**src/hw/rtl/dfd_pkg.sv**
```systemverilog
`default_nettype none

package dfd_pkg;

   localparam int MAX_POINTS_DEFAULT = 256;
   localparam int COORD_W            = 16;
   localparam int MAG_W              = 16;
   localparam int SQ_W               = 32;
   localparam int DIST_W             = 34;
   localparam int ROOT_W             = 17;
   localparam int REM_W              = 20;
   localparam int SQRT_STEPS         = 17;
   localparam int SQRT_CNT_W         = 5;

   typedef enum logic [1:0] {
      STATUS_OK       = 2'd0,
      STATUS_EMPTY    = 2'd1,
      STATUS_OVERFLOW = 2'd2
   } status_type;

   typedef enum logic [2:0] {
      ST_IDLE,
      ST_CHECK,
      ST_READ,
      ST_MUL,
      ST_ADD,
      ST_WRITE,
      ST_SQRT_GO,
      ST_SQRT_WAIT
   } ctrl_state_type;

   // controller to datapath
   typedef struct packed {
      logic load;        // store the incoming point
      logic init;        // zero the row and column counters
      logic mul_en;      // square the coordinate differences
      logic add_en;      // sum squares, pick best predecessor
      logic wr_en;       // close the cell and write the row entry
      logic sqrt_start;  // launch the square root on the final cell
      logic err_out;     // load an error result and clear the curves
      logic ok_out;      // load the computed result and clear the curves
   } dfd_cmd_type;

   // datapath to controller
   typedef struct packed {
      logic overflow;
      logic empty;
      logic row_end;
      logic col_end;
      logic sqrt_done;
      logic rsp_full;
   } dfd_sts_type;

endpackage

`default_nettype wire

```
**src/hw/rtl/dfd_ctrl.sv**
```systemverilog
`default_nettype none

module dfd_ctrl (
   input  wire logic                  clock,
   input  wire logic                  reset,
   input  wire logic                  req_valid,
   input  wire logic                  req_last,
   output logic                       req_ready,
   input  wire dfd_pkg::dfd_sts_type  sts,
   output dfd_pkg::dfd_cmd_type       cmd
);

   dfd_pkg::ctrl_state_type state_ff, state_in;

   always_comb begin
      state_in = state_ff;
      unique case (state_ff)
         dfd_pkg::ST_IDLE: begin
            if (req_valid && req_ready && req_last) state_in = dfd_pkg::ST_CHECK;
         end
         dfd_pkg::ST_CHECK: begin
            if (sts.overflow || sts.empty) state_in = dfd_pkg::ST_IDLE;
            else                           state_in = dfd_pkg::ST_READ;
         end
         dfd_pkg::ST_READ:  state_in = dfd_pkg::ST_MUL;
         dfd_pkg::ST_MUL:   state_in = dfd_pkg::ST_ADD;
         dfd_pkg::ST_ADD:   state_in = dfd_pkg::ST_WRITE;
         dfd_pkg::ST_WRITE: begin
            if (sts.row_end && sts.col_end) state_in = dfd_pkg::ST_SQRT_GO;
            else                            state_in = dfd_pkg::ST_READ;
         end
         dfd_pkg::ST_SQRT_GO: state_in = dfd_pkg::ST_SQRT_WAIT;
         dfd_pkg::ST_SQRT_WAIT: begin
            if (sts.sqrt_done) state_in = dfd_pkg::ST_IDLE;
         end
         default: state_in = dfd_pkg::ST_IDLE;
      endcase
   end

   always_comb begin
      cmd       = '0;
      req_ready = 1'b0;
      unique case (state_ff)
         dfd_pkg::ST_IDLE: begin
            // a closing point waits until the previous result is taken
            req_ready = !(sts.rsp_full && req_last);
            cmd.load  = req_valid && req_ready;
         end
         dfd_pkg::ST_CHECK: begin
            cmd.err_out = sts.overflow || sts.empty;
            cmd.init    = !(sts.overflow || sts.empty);
         end
         dfd_pkg::ST_READ:      cmd = '0;
         dfd_pkg::ST_MUL:       cmd.mul_en = 1'b1;
         dfd_pkg::ST_ADD:       cmd.add_en = 1'b1;
         dfd_pkg::ST_WRITE:     cmd.wr_en = 1'b1;
         dfd_pkg::ST_SQRT_GO:   cmd.sqrt_start = 1'b1;
         dfd_pkg::ST_SQRT_WAIT: cmd.ok_out = sts.sqrt_done;
         default:               cmd = '0;
      endcase
   end

   always_ff @(posedge clock) begin
      if (reset) begin
         state_ff <= dfd_pkg::ST_IDLE;
      end else begin
         state_ff <= state_in;
      end
   end

   a_no_result_overwrite: assert property (@(posedge clock) disable iff (reset)
      (cmd.ok_out || cmd.err_out) |-> !sts.rsp_full)
      else $error("result register overwritten");

   a_load_only_idle: assert property (@(posedge clock) disable iff (reset)
      cmd.load |-> (state_ff == dfd_pkg::ST_IDLE))
      else $error("point stored during computation");

   a_write_after_add: assert property (@(posedge clock) disable iff (reset)
      cmd.wr_en |-> $past(cmd.add_en))
      else $error("cell written without its sum stage");

endmodule

`default_nettype wire
```
**config.mk**
```make
export PLATFORM = sky130hd
export DESIGN_NAME = dfd_ctrl
export DESIGN_NICKNAME = d
export VERILOG_FILES = /design/src/hw/rtl/dfd_pkg.sv /design/src/hw/rtl/dfd_ctrl.sv
export SDC_FILE = /design/constraint.sdc
export NUM_CORES = 1
export LEC_CHECK = 0
export BUFFER_PORTS_ARGS = -buffer_cell sky130_fd_sc_hd__buf_2
export CORE_AREA = 2 2 39 41
export CTS_BUF_LIST = sky130_fd_sc_hd__clkbuf_4 sky130_fd_sc_hd__clkbuf_8
export CTS_CLUSTER_DIAMETER = 100
export DETAILED_ROUTE_END_ITERATION = 10
export DIE_AREA = 0 0 41 43
export HOLD_SLACK_MARGIN = 0.15
export PLACE_DENSITY = 0.55
export SYNTH_ARGS = -nofsm -noshare
export SYNTH_HDL_FRONTEND = slang
export SYNTH_SLANG_ARGS = --single-unit
```
**constraint.sdc**
```tcl
create_clock -name clock -period 1.64 [get_ports clock]
set_input_delay 0.082 -clock clock [delete_from_list [all_inputs] [get_ports clock]]
set_output_delay 0.082 -clock clock [all_outputs]
set_load 0.005 [all_outputs]
```
==> flow_summary.rst <==
.. list-table::
   :header-rows: 1

   * - Metric
     - Value
   * - Pre-antenna DRT Iters
     - 1
   * - Boundary pin count
     - 19
   * - Number of buffers and inverters on the critical path
     - 1
   * - Sequence of cells on the critical path
     - nor3_2 > a21boi_2 > and2_1 > buf_2
   * - Die X-Extent
     - ~41 um
   * - CTS Root Buffer Type
     - clkbuf_4
   * - Half-perimeter wire length after placement
     - about 470 um
   * - Biggest cell delay along the critical path
     - ~0.60 ns
   * - # setup viols final
     - 0
   * - Depth of the worst hold-timing path
     - 3
   * - Final worst setup slack
     - 0.213 ns
   * - Leading cell types by count after synthesis
     - 5 x nor2_1, 3 x dfxtp_1, 3 x nand2_1
   * - Number of global-route vias before repair
     - a little under 300
   * - RR Startpoint
     - state_ff[1]
   * - Number of library cell types mapped by synthesis
     - 23
   * - Starting density of the core
     - between 10% and 20%
   * - Total power after layout
     - 0.265 mW
   * - Unrepaired setup endpoints after global routing
     - no
   * - Most frequently used cell type in the post-synthesis netlist
     - nor2_1
   * - WL per Instance
     - between 9 and 10 um
   * - Clock Latency Late Sink
     - around 0.24 ns
   * - Area inside the core boundary
     - roughly 1400 sq um
   * - Area share of fa/ha/maj cells after synthesis
     - 0%
   * - Number of CTS-inserted buffers
     - 3
   * - Top cell type by total area after synthesis
     - dfxtp_1
   * - Post-Synthesis Net Count
     - between 40 and 50
   * - Max Freq
     - about 0.7 GHz
   * - Start point of the worst min-delay path
     - req_valid
   * - CP Max Fanout
     - 13
   * - Die Footprint
     - approximately 1800 sq um
   * - Post-Syn Instances
     - 34
   * - Worst vdd rail ir drop
     - approximately 370 uV
   * - Antenna violations before repair
     - 0
   * - Minimum clock period
     - roughly 1.4 ns
   * - Type of the tightest min-delay check
     - input port to flop
   * - Share of Yosys cell area claimed by the top area cell type
     - approximately 22%
   * - Tcrit/Tclk final
     - 87.0%
   * - Global-route wire length before repair
     - approximately 1.2 mm
   * - Routability Congestion
     - between 0.7 and 0.8
   * - Slew at the pin with the worst max-slew slack
     - about 0.47 ns
   * - Leakage component of the power
     - roughly 0.18 nW
   * - Simple-gate share of the synthesized area
     - 40.7%
   * - Htree depth
     - 1
   * - Worst R2R End
     - state_ff[1]
   * - Fraction of synthesized cell area in xor and xnor cells
     - 0%
   * - Asr flop ratio synth
     - 0%
   * - Port Buffers
     - 18
   * - Run status
     - completed
   * - CTS tree
     - yes
   * - Top cell family by delay on the critical path
     - flip-flops
   * - Initial detailed-routing violation count
     - 0
   * - Post-synth EDFFs
     - 0
   * - Die outline height
     - around 43 um
   * - Final routed DRC violation total
     - 0
   * - Biggest registers after layout
     - state_ff: 3 flops
   * - Worst path slowest cell
     - dfxtp_1
   * - Worst-path clk slew
     - 0.04 ns
   * - Share of final-layout standard cells stronger than drive strength 1
     - approximately half
   * - Gr usage total
     - between 10% and 20%
   * - Synthesis Warnings
     - 0
   * - R2R cell count
     - 2
   * - Worst Hold Slack
     - between 0.15 and 0.2 ns
   * - Compound-Gate Fraction of Synth Area
     - between 20% and 30%
   * - Critical path endpoint category
     - output pin
   * - Synthesized cell area
     - 268 sq um
   * - Setup_tns
     - 0 ns
   * - End of the worst hold path
     - state_ff[1]
   * - Vias per cell
     - about 4.5
   * - Multiplexer share of the synthesized area
     - 0%
   * - Slew Viols, Final
     - 0
   * - Post-synthesis sequential area ratio
     - between 20 and 25%
   * - Critical path data required time
     - about 1.6 ns
   * - Post-Synthesis Mean Instance Area
     - between 7 and 8 sq um
   * - N_diodes
     - 0
   * - Top flip-flop cell by instance count after synthesis
     - dfxtp_1
   * - Largest net degree at the start of global routing
     - 14
   * - Fin Clk Skew
     - just over 0.004 ns
   * - Layout overhead on the synthesized area
     - 45.8%
   * - Critical Path AT
     - around 1.4 ns
   * - DP Worst Slack
     - roughly 0.43 ns
   * - Worst max-slew margin expressed relative to the limit
     - around 69%
   * - Number of nets at the end of the flow
     - 65
   * - Dominant combinational cell family by area after synthesis
     - simple AND/OR/NAND/NOR gates
   * - Top reg by flops
     - state_ff
   * - Final hold vios
     - 0
   * - Std-Cell Rows
     - 14
   * - Number of antenna-violating nets in the routed design
     - 0
   * - Largest register FFs
     - 3
   * - Via count
     - 313
   * - Cell area power density
     - 679 nW/um^2
   * - Max-capacitance violation count
     - 0
   * - Nature of the critical path startpoint
     - flop
   * - Category of the critical setup timing path
     - flop to output pin
   * - Register bit total from synthesis
     - 3
   * - CTS Sinks
     - 3
   * - Sum of routed wire length over all layers
     - between 600 and 700 um
   * - Top area cells in the synthesized netlist
     - dfxtp_1 22%, buf_6 8.4%, nor2_1 7.0%
   * - Setup slack, reg-to-reg
     - 0.40 ns
   * - Setup Fix Bufs, Post-CTS
     - 0
   * - Worst Setup SP
     - state_ff[1]
   * - Number of buffers between clock root and the deepest sink
     - 2
   * - Gr ovfl total
     - 0
area by class of cell:
| cell class | count | area (sq um) |
|---|---|---|
| Sequential cell | 3 | 60.1 |
| Timing Repair Buffer | 19 | 100 |
| Clock buffer | 4 | 30.0 |
| Inverter | 1 | 3.75 |
| Multi-Input combinational cell | 27 | 176 |
| Fill cell | 150 | 993 |
| Tap cell | 16 | 20.0 |
power breakdown:
group	internal (mW)	total, mW	switching, mW
logic	0.0191	0.0332	0.0141
clock network	0.108	0.156	0.0474
registers	0.0740	0.0761	0.00210
total	0.201	0.265	0.0636
cell families after synthesis:
kind of cell | count (synthesis)
AOI/OAI and AO/OA | 8
and+or+nand+nor | 19
DFF | 3
buffers and inverters | 4
layer usage:
metal / GRT usage, % / share of wire, %
met5: 0 / 0
met4: 12.0 / 1.4
met3: 3.14 / 7.8
met2: 11.6 / 44
met1: 13.7 / 47
how the worst max path moves through the flow:
| stage | slack, ns | endpoint | cells after the start |
|---|---|---|---|
| 6_report | 0.21 | cmd[7] | 4 |
| 5_1_grt | 0.11 | cmd[7] | 4 |
| 4_1_cts | 0.21 | cmd[7] | 4 |
| 3_5_place_dp | 0.43 | state_ff[1] | 2 |
| 3_3_place_gp | 0.45 | state_ff[1] | 2 |
| 2_1_floorplan | 0.63 | cmd[7] | 4 |
cell usage in the layout, fill, tap and decap left out:
master          n
a21boi_2        1
clkbuf_4        4
nor3_1          2
a21oi_2         1
nand3b_1        1
a211oi_2        1
inv_2           1
nor2_1          5
and4b_1         1
nor3_2          1
nor3b_1         2
nand2b_1        1
nand2_1         3
dfxtp_1         3
nor4_1          1
o211ai_1        1
and2_1          1
a31o_1          1
buf_2          18
a21oi_1         1
dlygate4sd3_1   1
a221oi_1        1
or2b_1          1
o21ai_1         1
worst register-to-register path, cell delays in order, from the launching register on:
cell	delay, ns
dfxtp_1	0.60
or2b_1	0.28
a221oi_1	0.26
through the flow:
step / cells / cell area, sq um / util, %
2_1_floorplan: 34 / 268 / -
3_3_place_gp: 65 / 350 / 25.3
3_5_place_dp: 65 / 350 / 25.3
4_1_cts: 70 / 390 / 28.2
5_1_grt: 70 / 390 / 28.2
6_report: 70 / 390 / 28.2
repair_timing:
action                                  CTS  global route
endpoints found under the hold margin     2             0
gates resized for setup                   0             0
endpoints found under the setup margin    0             0
hold buffers                              1             0
(Power assumes the default switching activity.)
